**src/rtl/core/ucwe_pkg.sv**
```systemverilog
package ucwe_pkg;

    localparam int CHAR_W = 24;
    localparam int CFG_IDX_W = 1;
    localparam int SLOTS = 4;
    localparam int SLOT_CNT_W = $clog2(SLOTS + 1);

    localparam logic [CFG_IDX_W-1:0] REG_START_CHAR = 1'd0;
    localparam logic [CFG_IDX_W-1:0] REG_TAKE_CHARS = 1'd1;

    localparam logic [1:0] PH_START   = 2'd0;
    localparam logic [1:0] PH_HELD_EF = 2'd1;
    localparam logic [1:0] PH_HELD_BB = 2'd2;
    localparam logic [1:0] PH_BODY    = 2'd3;

    localparam logic [7:0] BOM_0 = 8'hef;
    localparam logic [7:0] BOM_1 = 8'hbb;
    localparam logic [7:0] BOM_2 = 8'hbf;

    localparam logic [CHAR_W-1:0] CHAR_MAX = {CHAR_W{1'b1}};

    typedef struct packed {
        logic [2:0]        skip_left;
        logic              in_window;
        logic [CHAR_W-1:0] char_index;
        logic [CHAR_W-1:0] take_left;
        logic              halted;
    } body_st_t;

    typedef struct packed {
        body_st_t st;
        logic     emit;
    } body_res_t;

    typedef struct packed {
        logic [7:0]        byte_out;
        logic              byte_valid;
        logic              string_done;
        logic [CHAR_W-1:0] char_total;
    } result_t;

    function automatic logic [2:0] lead_length(input logic [7:0] b);
        logic [2:0] len;
        priority if ((b & 8'h80) == 8'h00) len = 3'd1;
        else if ((b & 8'he0) == 8'hc0) len = 3'd2;
        else if ((b & 8'hf0) == 8'he0) len = 3'd3;
        else if ((b & 8'hf8) == 8'hf0) len = 3'd4;
        else if ((b & 8'hfc) == 8'hf8) len = 3'd5;
        else if ((b & 8'hfe) == 8'hfc) len = 3'd6;
        else len = 3'd0;
        return len;
    endfunction

    function automatic body_res_t body_step(input body_st_t st, input logic [7:0] b,
                                            input logic [CHAR_W-1:0] start,
                                            input logic en);
        body_res_t  r;
        logic [2:0] len;
        logic       iw;
        r.st   = st;
        r.emit = 1'b0;
        len    = lead_length(b);
        iw     = (st.char_index >= start) && (st.take_left != '0);
        if (en && !st.halted) begin
            if (st.skip_left != 3'd0) begin
                r.st.skip_left = st.skip_left - 3'd1;
                r.emit = st.in_window;
            end else if (len == 3'd0) begin
                r.st.halted = 1'b1;
                r.st.in_window = 1'b0;
            end else begin
                r.st.in_window = iw;
                if (iw) begin
                    r.st.take_left = st.take_left - CHAR_W'(1);
                end
                if (st.char_index != CHAR_MAX) begin
                    r.st.char_index = st.char_index + CHAR_W'(1);
                end
                r.st.skip_left = len - 3'd1;
                r.emit = iw;
            end
        end
        return r;
    endfunction

endpackage

```
**src/rtl/core/utf8_char_window_extractor.sv**
```systemverilog
// Channel | Direction | Ports                                      | Word
// s_      | in        | s_byte_in, s_end_of_string                 | one string byte
// m_      | out       | m_byte_out, m_byte_valid, m_string_done,   | one result
//         |           | m_char_total                               |
// cfg     | in        | cfg_we, cfg_index, cfg_wdata               | one register
//
// One input word per cycle while results drain; each yields up to four
// results, which leave a four-entry result buffer one per cycle on m_ready.
// Results beyond one per word arise only at string start (mark replay) and
// at string end (final result). A one-word input register takes a word while
// a result waits. Synchronous active-low reset clears all control state.
module utf8_char_window_extractor
    import ucwe_pkg::*;
(
    input  logic                 aclk,
    input  logic                 aresetn,
    input  logic                 cfg_we,
    input  logic [CFG_IDX_W-1:0] cfg_index,
    input  logic [CHAR_W-1:0]    cfg_wdata,
    input  logic                 s_valid,
    output logic                 s_ready,
    input  logic [7:0]           s_byte_in,
    input  logic                 s_end_of_string,
    output logic                 m_valid,
    input  logic                 m_ready,
    output logic [7:0]           m_byte_out,
    output logic                 m_byte_valid,
    output logic                 m_string_done,
    output logic [CHAR_W-1:0]    m_char_total
);

    logic [CHAR_W-1:0]     start_char_reg;
    logic [CHAR_W-1:0]     take_chars_reg;

    logic                  a_valid_reg;
    logic [7:0]            a_byte_reg;
    logic                  a_eos_reg;
    logic                  a_take;

    logic [1:0]            mark_phase_reg, mark_phase_next;
    logic [7:0]            held_bytes_reg [2];
    logic [7:0]            held_bytes_next [2];
    body_st_t              body_reg, body_next;

    result_t               slot_reg [SLOTS];
    result_t               slot_next [SLOTS];
    logic [SLOT_CNT_W-1:0] cnt_reg, cnt_next;
    logic                  pop;

    assign pop     = (cnt_reg != '0) && m_ready;
    assign a_take  = a_valid_reg && ((cnt_reg == '0) ||
                     ((cnt_reg == SLOT_CNT_W'(1)) && m_ready));
    assign s_ready = !a_valid_reg || a_take;

    assign m_valid       = cnt_reg != '0;
    assign m_byte_out    = slot_reg[0].byte_out;
    assign m_byte_valid  = slot_reg[0].byte_valid;
    assign m_string_done = slot_reg[0].string_done;
    assign m_char_total  = slot_reg[0].char_total;

    always_comb begin
        body_st_t              s0;
        body_res_t             r0, r1, r2;
        logic [7:0]            p0, p1, p2;
        logic                  e0, e1, e2;
        result_t               cand [SLOTS];
        logic                  cv [SLOTS];
        logic [SLOT_CNT_W-1:0] k;

        s0 = body_reg;
        held_bytes_next[0] = held_bytes_reg[0];
        held_bytes_next[1] = held_bytes_reg[1];
        if (mark_phase_reg == PH_START) begin
            s0.skip_left  = 3'd0;
            s0.in_window  = 1'b0;
            s0.char_index = '0;
            s0.take_left  = take_chars_reg;
            s0.halted     = 1'b0;
        end

        p0 = a_byte_reg;
        p1 = a_byte_reg;
        p2 = a_byte_reg;
        e0 = 1'b0;
        e1 = 1'b0;
        e2 = 1'b0;
        mark_phase_next = PH_BODY;
        unique case (mark_phase_reg)
            PH_START: begin
                if (a_byte_reg == BOM_0 && !a_eos_reg) begin
                    held_bytes_next[0] = a_byte_reg;
                    mark_phase_next = PH_HELD_EF;
                end else begin
                    e2 = 1'b1;
                end
            end
            PH_HELD_EF: begin
                if (a_byte_reg == BOM_1 && !a_eos_reg) begin
                    held_bytes_next[1] = a_byte_reg;
                    mark_phase_next = PH_HELD_BB;
                end else begin
                    p1 = held_bytes_reg[0];
                    e1 = 1'b1;
                    e2 = 1'b1;
                end
            end
            PH_HELD_BB: begin
                if (a_byte_reg != BOM_2) begin
                    p0 = held_bytes_reg[0];
                    p1 = held_bytes_reg[1];
                    e0 = 1'b1;
                    e1 = 1'b1;
                    e2 = 1'b1;
                end
            end
            default: begin
                e2 = 1'b1;
            end
        endcase
        if (a_eos_reg) begin
            mark_phase_next = PH_START;
        end

        r0 = body_step(s0, p0, start_char_reg, e0);
        r1 = body_step(r0.st, p1, start_char_reg, e1);
        r2 = body_step(r1.st, p2, start_char_reg, e2);
        body_next = r2.st;

        cand[0] = '{byte_out: p0, byte_valid: 1'b1, string_done: 1'b0,
                    char_total: r0.st.char_index};
        cand[1] = '{byte_out: p1, byte_valid: 1'b1, string_done: 1'b0,
                    char_total: r1.st.char_index};
        cand[2] = '{byte_out: p2, byte_valid: 1'b1, string_done: 1'b0,
                    char_total: r2.st.char_index};
        cand[3] = '{byte_out: 8'h00, byte_valid: 1'b0, string_done: 1'b1,
                    char_total: r2.st.char_index};
        cv[0] = r0.emit;
        cv[1] = r1.emit;
        cv[2] = r2.emit;
        cv[3] = a_eos_reg;

        for (int i = 0; i < SLOTS; i++) begin
            slot_next[i] = slot_reg[i];
        end
        cnt_next = cnt_reg;
        if (a_take) begin
            k = '0;
            for (int i = 0; i < SLOTS; i++) begin
                if (cv[i]) begin
                    slot_next[k[1:0]] = cand[i];
                    k = k + SLOT_CNT_W'(1);
                end
            end
            cnt_next = k;
        end else if (pop) begin
            for (int i = 0; i < SLOTS - 1; i++) begin
                slot_next[i] = slot_reg[i + 1];
            end
            cnt_next = cnt_reg - SLOT_CNT_W'(1);
        end
    end

    always_ff @(posedge aclk) begin
        if (!aresetn) begin
            start_char_reg    <= '0;
            take_chars_reg    <= '0;
            a_valid_reg       <= 1'b0;
            mark_phase_reg    <= PH_START;
            held_bytes_reg[0] <= 8'h00;
            held_bytes_reg[1] <= 8'h00;
            body_reg          <= '0;
            cnt_reg           <= '0;
        end else begin
            if (cfg_we) begin
                unique case (cfg_index)
                    REG_START_CHAR: start_char_reg <= cfg_wdata;
                    REG_TAKE_CHARS: take_chars_reg <= cfg_wdata;
                    default: ;
                endcase
            end
            if (s_ready) begin
                a_valid_reg <= s_valid;
            end
            if (a_take) begin
                mark_phase_reg    <= mark_phase_next;
                held_bytes_reg[0] <= held_bytes_next[0];
                held_bytes_reg[1] <= held_bytes_next[1];
                body_reg          <= body_next;
            end
            cnt_reg <= cnt_next;
        end
    end

    // hold the payload of the input register until taken
    always_ff @(posedge aclk) begin
        if (s_ready && s_valid) begin
            a_byte_reg <= s_byte_in;
            a_eos_reg  <= s_end_of_string;
        end
        for (int i = 0; i < SLOTS; i++) begin
            slot_reg[i] <= slot_next[i];
        end
    end

`ifndef ASSERT_OFF
    a_done_is_last: assert property (@(posedge aclk) disable iff (!aresetn)
        m_valid && m_string_done |-> cnt_reg == SLOT_CNT_W'(1))
        else $error("final result is not the last buffered result");

    a_halt_closes_window: assert property (@(posedge aclk) disable iff (!aresetn)
        body_reg.halted |-> !body_reg.in_window)
        else $error("window open after invalid lead byte");

    a_done_no_byte: assert property (@(posedge aclk) disable iff (!aresetn)
        m_valid && m_string_done |-> !m_byte_valid)
        else $error("final result carries a window byte");

    a_empty_takes: assert property (@(posedge aclk) disable iff (!aresetn)
        !a_valid_reg |-> s_ready)
        else $error("input stalled with empty input register");
`endif

endmodule

```
**config.mk**
```make
export PLATFORM = sky130hd
export DESIGN_NAME = utf8_char_window_extractor
export DESIGN_NICKNAME = d
export VERILOG_FILES = /design/src/rtl/core/ucwe_pkg.sv /design/src/rtl/core/utf8_char_window_extractor.sv
export SDC_FILE = /design/constraint.sdc
export NUM_CORES = 1
export LEC_CHECK = 0
export CAP_MARGIN = 10
export CELL_PAD_IN_SITES_DETAIL_PLACEMENT = 1
export CELL_PAD_IN_SITES_GLOBAL_PLACEMENT = 1
export CORE_MARGIN = 2
export CORE_UTILIZATION = 45
export DETAILED_ROUTE_END_ITERATION = 8
export DONT_BUFFER_PORTS = 1
export GPL_TIMING_DRIVEN = 0
export HOLD_SLACK_MARGIN = 0.1
export MAX_ROUTING_LAYER = met4
export PLACE_DENSITY_LB_ADDON = 0.1
export SLEW_MARGIN = 10
export SYNTH_ARGS = -nofsm -noshare
export SYNTH_HDL_FRONTEND = slang
export SYNTH_SLANG_ARGS = --single-unit
```
**constraint.sdc**
```tcl
create_clock -name aclk -period 22.3 [get_ports aclk]
set_clock_uncertainty 0.2 [all_clocks]
set_input_delay 1.115 -clock aclk [delete_from_list [all_inputs] [get_ports aclk]]
set_output_delay 1.115 -clock aclk [all_outputs]
set_load 0.1 [all_outputs]
```
==> results of run 1 <==
kinds of logic (layout without fill, tap and decap cells):
| group | Yosys count | in the layout | synth area share [%] |
|---|---|---|---|
| compound gates | 651 | 651 | 20.5 |
| xor+xnor | 91 | 91 | 3.85 |
| fa+ha+maj | 103 | 103 | 6.12 |
| buf+inv | 251 | 313 | 5.09 |
| flops | 268 | 268 | 33.1 |
| mux | 110 | 110 | 5.72 |
| simple gates | 1100 | 1100 | 25.6 |
power groups by stage:
stage	clock [W]	sequential, W	combinational (W)
2_1_floorplan	0	0.00101	0.000606
3_3_place_gp	0	0.00107	0.000864
3_5_place_dp	0	0.00106	0.000904
4_1_cts	0.000528	0.00105	0.000912
5_1_grt	0.000544	0.00107	0.00100
6_report	0.000527	0.00105	0.000936
worst min-delay path: stages, from the launching register on:
cell and delay [ps]:
dfxtp_1 310, nand3_1 60, nand2_1 50
cells in the final DEF, fill, tap and decap left out, drive strengths merged, types with 25 or more instances in the layout:
master,count
nand2,420
clkbuf,142
mux2,41
nor2,205
o211ai,59
xnor2,66
a21oi,185
nand3,96
nor4,41
and3,36
dfxtp,107
nand4,88
ha,103
o21ai,143
nor2b,25
inv,99
buf,52
nor3,49
edfxtp,161
mux2i,69
a31oi,37
worst min path at each step:
| stage | to | start | slack [ps] |
|---|---|---|---|
| after global placement | body_reg[51] | body_reg[51] | 240 |
| after detailed placement | body_reg[51] | body_reg[51] | 250 |
| after CTS | body_reg[51] | body_reg[51] | 260 |
| after global routing | start_char_reg[16] | start_char_reg[16] | 280 |
| after floorplan | body_reg[51] | body_reg[51] | 230 |
| final | body_reg[51] | body_reg[51] | 260 |
per-layer routing:
layer / wire, um / GRT usage [%]
met5: 0 / -
met4: 4440 / 17.4
met3: 6060 / 4.80
met2: 43800 / 62.8
met1: 39300 / 49.2
through the flow:
| step | util (%) | setup WS [ps] | std cells |
|---|---|---|---|
| final | 49.5 | 6680 | 3243 |
| after CTS | 49.5 | 7080 | 3243 |
| after global routing | 49.5 | 5910 | 3243 |
| after detailed placement | 47.3 | 7110 | 3185 |
| after floorplan | - | 11710 | 2574 |
| after global placement | 47.1 | 7300 | 3181 |
layout make-up:
| class | instances | area [um2] |
|---|---|---|
| Clock inverter | 20 | 130 |
| Timing Repair Buffer | 4 | 78.8 |
| Buffer | 152 | 701 |
| Tap cell | 607 | 759 |
| Clock buffer | 38 | 887 |
| Sequential cell | 268 | 6980 |
| Fill cell | 5633 | 23400 |
| Multi-Input combinational cell | 2055 | 13000 |
| Inverter | 99 | 377 |
==> summary.txt, run 1 <==
Run status
  • Status: finished, final reports clean

STA
  • Final setup fails: 0
  • Final slew viol count: 0
  • Hold_ws: 259 ps
  • Tightest Pin Transition: 1210 ps
  • Achievable Freq: 64.0 MHz
  • Tmin final: 15620 ps
  • Worst slew margin: 19.0%
  • RSZ-0062 raised after global routing: no
  • Final worst path period share: 70.0%
  • Hold Fails Final Rpt: 0
  • TNS Setup: 0 ps

Flow run
  • Maxcap violations: 0

Cells and area
  • Ant. Diodes: 0
  • Area added between synthesis and finish: 8.86%
  • Fraction of layout cells with a size suffix above 1: 7.40%
  • Final nets: 2756
  • Design area: 0.0229 mm2
  • Number of flip-flops in the largest register: 136

Power
  • Maximum VDD drop: 0.208 mV
  • Switching part of the total: 48.6%
  • Clock power frac: 20.9%
  • Leakage Power: 8.75 nW
  • Logic pwr share: 37.2%
  • Internal: 0.00129 W
  • NetSw: 0.00122 W
  • PnR Total Power: 0.00251 W
  • Power Dens Cells: 110 mW/mm2
  • Sequential share of power: 41.9%

Place
  • Gp weighted congestion: 1.00
  • Cell area after placement: 0.0219 mm2
  • IO Port Bufs: 0
  • DP HPWL: 73.9 mm

Logic synthesis
  • Number of cells produced by synthesis: 2574
  • Most common cell in the netlist: nand2_1
  • Mean Syn Cell Area: 8.18 um2
  • Leading area contributor after synthesis: edfxtp_1
  • #FFs+latches synth: 268
  • Post-synthesis sequential area ratio: 33.1%
  • Netlist Area Pre-Place: 0.0211 mm2
  • Top_reg_cell synth: edfxtp_1
  • Synth cell count leaders: nand2_1, nor2_1, a21oi_1, edfxtp_1, dfxtp_1
  • Ranking of synthesized cells by area: edfxtp_1, dfxtp_1, nand2_1
  • Yosys warns: 0
  • Top cell type's share of synthesized area: 23.0%
  • Number of flops mapped to enable cells by yosys: 161
  • Synth unique cells: 109
  • Post-Syn Nets: 2716
  • Asr flop ratio synth: 0%

Worst setup path
  • Startpoint Class: flip-flop
  • Internal reg-to-reg setup slack: 6680 ps
  • R2r startpoint: mark_phase_reg[1]
  • WS Path Type: reg -> reg
  • CP max stage cell: clkbuf_1
  • CP arrival: 15700 ps
  • CP peak stage delay: 640 ps
  • Worst setup EP type: flip-flop
  • CP top delay family: buffers and inverters
  • CP endpoint: slot_reg[1][2]
  • WP data required: 22380 ps
  • Worst r2r path cells: 55
  • Critical path depth: 55
  • Crit path buf inv count: 20
  • FF-to-FF End: slot_reg[1][2]
  • Worst setup path start: mark_phase_reg[1]
  • Worst-path fanout max: 10

Floorplan
  • Core Region: 0.0464 mm2
  • Die area: 0.0485 mm2
  • Chip height: 220 um
  • Die Width: 220 um
  • Site Rows: 79
  • Initial Util: 45.4%
  • Top Ports: 75

Clock tree
  • Clock Path Buffers: 3
  • Post-CTS setup buffer count: 0
  • H-tree lvl count: 2
  • Clk sinks: 268
  • CTS buffer count: 34
  • Hold Buf Count CTS: 0
  • CTS tree: built
  • Clk_lat worst skew: 560 ps
  • Root Buffer: clkbuf_16
  • Resize count post-CTS: 0
  • Clock transition at the registers of the reported paths: 60 ps

Detailed routing
  • DRT antenna net count: 0
  • Vias: 21700
  • DR iter-0 viols: 2022
  • WL per Instance: 28.9 um
  • Drt pass-1 iters: 5
  • WL final: 93.6 mm
  • Drt via density: 6.71
  • Post-route DRC: 0

Global routing
  • Total track usage: 39.0%
  • Initial antenna violation count: 0
  • Vias in the first global route: 21800
  • First-pass GRT wire length: 138 mm
  • Total grt overflow: 0
  • Largest net degree at the start of global routing: 60

Min path
  • Worst Hold Class: reg -> reg
  • Worst Hold Depth: 2
Power figures use the tool's default switching activity.
==> run 2: changes to the inputs <==
- clock period: 22.3 -> 15 ns (I/O delays scaled with it)
==> summary.txt, run 2 (synthesis gave the netlist of run 1 again) <==
Run status
  • Status: finished, final reports clean

Clock tree
  • Clock transition at the registers of the reported paths: 70 ps (about the same)
  • CTS buffer count: 34 (unchanged)
  • Root Buffer: clkbuf_16
  • Clk sinks: 268 (unchanged)
  • Clk_lat worst skew: 560 ps (about the same)
  • Clock Path Buffers: 3 (unchanged)
  • Post-CTS setup buffer count: 0 (unchanged)
  • CTS tree: built
  • H-tree lvl count: 2 (unchanged)

Detailed routing
  • Drt pass-1 iters: 5 (unchanged)
  • Vias: 21800 (+0.41%)
  • DRT antenna net count: 0 (unchanged)
  • WL per Instance: 28.8 um (about the same)
  • DR iter-0 viols: 2059 (+1.8%)
  • Post-route DRC: 0 (unchanged)
  • WL final: 93.8 mm (+0.19%)
  • Drt via density: 6.72 (+0.19%)

STA
  • Final setup fails: 0 (unchanged)
  • Hold Fails Final Rpt: 0 (unchanged)
  • Hold_ws: 111 ps (-148 ps)
  • RSZ-0062 raised after global routing: no
  • Tmin final: 14340 ps (-1280 ps)
  • Final slew viol count: 0 (unchanged)
  • Achievable Freq: 69.7 MHz (+8.9%)
  • Tightest Pin Transition: 1210 ps (-2.07 ps)
  • Final worst path period share: 95.6% (+26 points)
  • Worst slew margin: 19.2% (+0.14 points)

Worst setup path
  • CP arrival: 14430 ps (-1270 ps)
  • CP peak stage delay: 980 ps (+340 ps)
  • WS Path Type: reg -> reg
  • CP most frequent cell: ha_1
  • Internal reg-to-reg setup slack: 660 ps (-6020 ps)
  • Worst-path fanout max: 19 (+9)
  • WP data required: 15090 ps (-7290 ps)
  • Startpoint Class: flip-flop
  • Worst setup EP type: flip-flop
  • CP max stage cell: o31ai_1

Floorplan
  • Top Ports: 75 (unchanged)
  • Die Width: 220 um (unchanged)
  • Initial Util: 45.4% (unchanged)
  • Site Rows: 79 (unchanged)
  • Chip height: 220 um (unchanged)
  • Core Region: 0.0464 mm2 (unchanged)
  • Die area: 0.0485 mm2 (unchanged)

Cells and area
  • Most frequent cells in the layout: nand2_1, nor2_1, a21oi_1, edfxtp_1, dfxtp_1
  • Sequential cell area: 0.00698 mm2 (unchanged)
  • Multi-input combinational cell area: 0.0130 mm2 (about the same)
  • Commonest non-fill, non-tap cell in the layout: nand2_1
  • Area added between synthesis and finish: 9.30%
  • Number of flip-flops in the largest register: 136 (unchanged)
  • Fraction of layout cells with a size suffix above 1: 7.45% (+0.056 points)
  • Final nets: 2763 (+0.25%)
  • # fillers: 5626 (-0.12%)
  • Ant. Diodes: 0 (unchanged)

Power
  • Maximum VDD drop: 0.312 mV (+50%)
  • Leakage Power: 8.79 nW (+0.42%)
  • PnR Total Power: 0.00374 W (+49%)
  • Power Dens Cells: 163 mW/mm2 (+48%)

Place
  • IO Port Bufs: 0 (unchanged)
  • Gp weighted congestion: 1.00 (unchanged)
  • DP HPWL: 73.9 mm (unchanged)

Global routing
  • Total grt overflow: 0 (unchanged)
  • Initial antenna violation count: 0 (unchanged)
  • Vias in the first global route: 21900 (+0.20%)
  • First-pass GRT wire length: 138 mm (+0.28%)
  • Total track usage: 39.1% (+0.12 points)
  • Largest net degree at the start of global routing: 60 (unchanged)

Min path
  • Worst Hold Class: in -> reg

Flow run
  • Maxcap violations: 0 (unchanged)
==> run 2: cell types whose count changed in the layout (fill, tap and decap cells not counted), moves of 2 or more <==
cell,change
dlygate4sd3_1,+9
a2111oi_0,-2
a2111oi_1,+2
clkbuf_1,-2
==> run 2: per-stage QoR <==
stage	util [%]	std cells	instance area (um2)	TNS (ps)	setup slack, ps
2_1_floorplan	-	2574	21100	0	4410
3_3_place_gp	47.1	3181	21800	-3.38	-3.38
3_5_place_dp	47.3	3185	21900	-2010	-192
4_1_cts	49.6	3251	23000	0	253
5_1_grt	49.7	3250	23000	0	61.5
6_report	49.7	3250	23000	0	659
==> run 2: repair_timing <==
action                                  4_1_cts  5_1_grt
gates resized for setup                       0        6
gates cloned                                  0        0
pin swaps                                     0        0
hold buffers                                  9        0
endpoints found under the setup margin       24       68
endpoints found under the hold margin         9        0
==> run 2: critical path: cells and delay by family, from the launching register on <==
kind | cells | cell delay, ps
AND/OR/NAND/NOR | 11 | 2940
multiplexers | 1 | 240
flip-flops | 1 | 350
buffers and inverters | 13 | 4130
AO/OA/AOI/OAI | 15 | 4670
adder cells (fa/ha/maj) | 5 | 1480
==> run 2: cell type report <==
cell class              instances  share of cell area (%)
multi-input cells            2055                    56.6
flip-flops and latches        268                    30.3
clock buffers                  38                    3.85
well taps                     607                    3.30
plain buffers                 150                    3.02
inverters                      99                    1.64
repair buffers                 13                   0.734
clock inverters                20                   0.565
==> run 2: path summary, 6_finish.rpt <==
kind                     to         startpoint  depth (start not counted)
max          slot_reg[1][2]  mark_phase_reg[1]                         45
min             a_valid_reg            s_valid                          2
max reg2reg  slot_reg[1][2]  mark_phase_reg[1]                         45
min reg2reg    body_reg[51]       body_reg[51]                          2
==> run 2: metal layers <==
metal / GRT usage [%] / routed length [um] / up-vias
met3: 4.98 / 6090 / 232
met4: 17.6 / 4400 / 0
met2: 63.0 / 44300 / 931
li1: - / - / 9651
met1: 49.1 / 39000 / 11000
met5: - / 0 / -
==> run 2: where the power goes <==
group	internal [W]	switching, W	total, W
clock network	0.000429	0.000355	0.000784
logic	0.000425	0.000968	0.00139
registers	0.00107	0.000495	0.00157
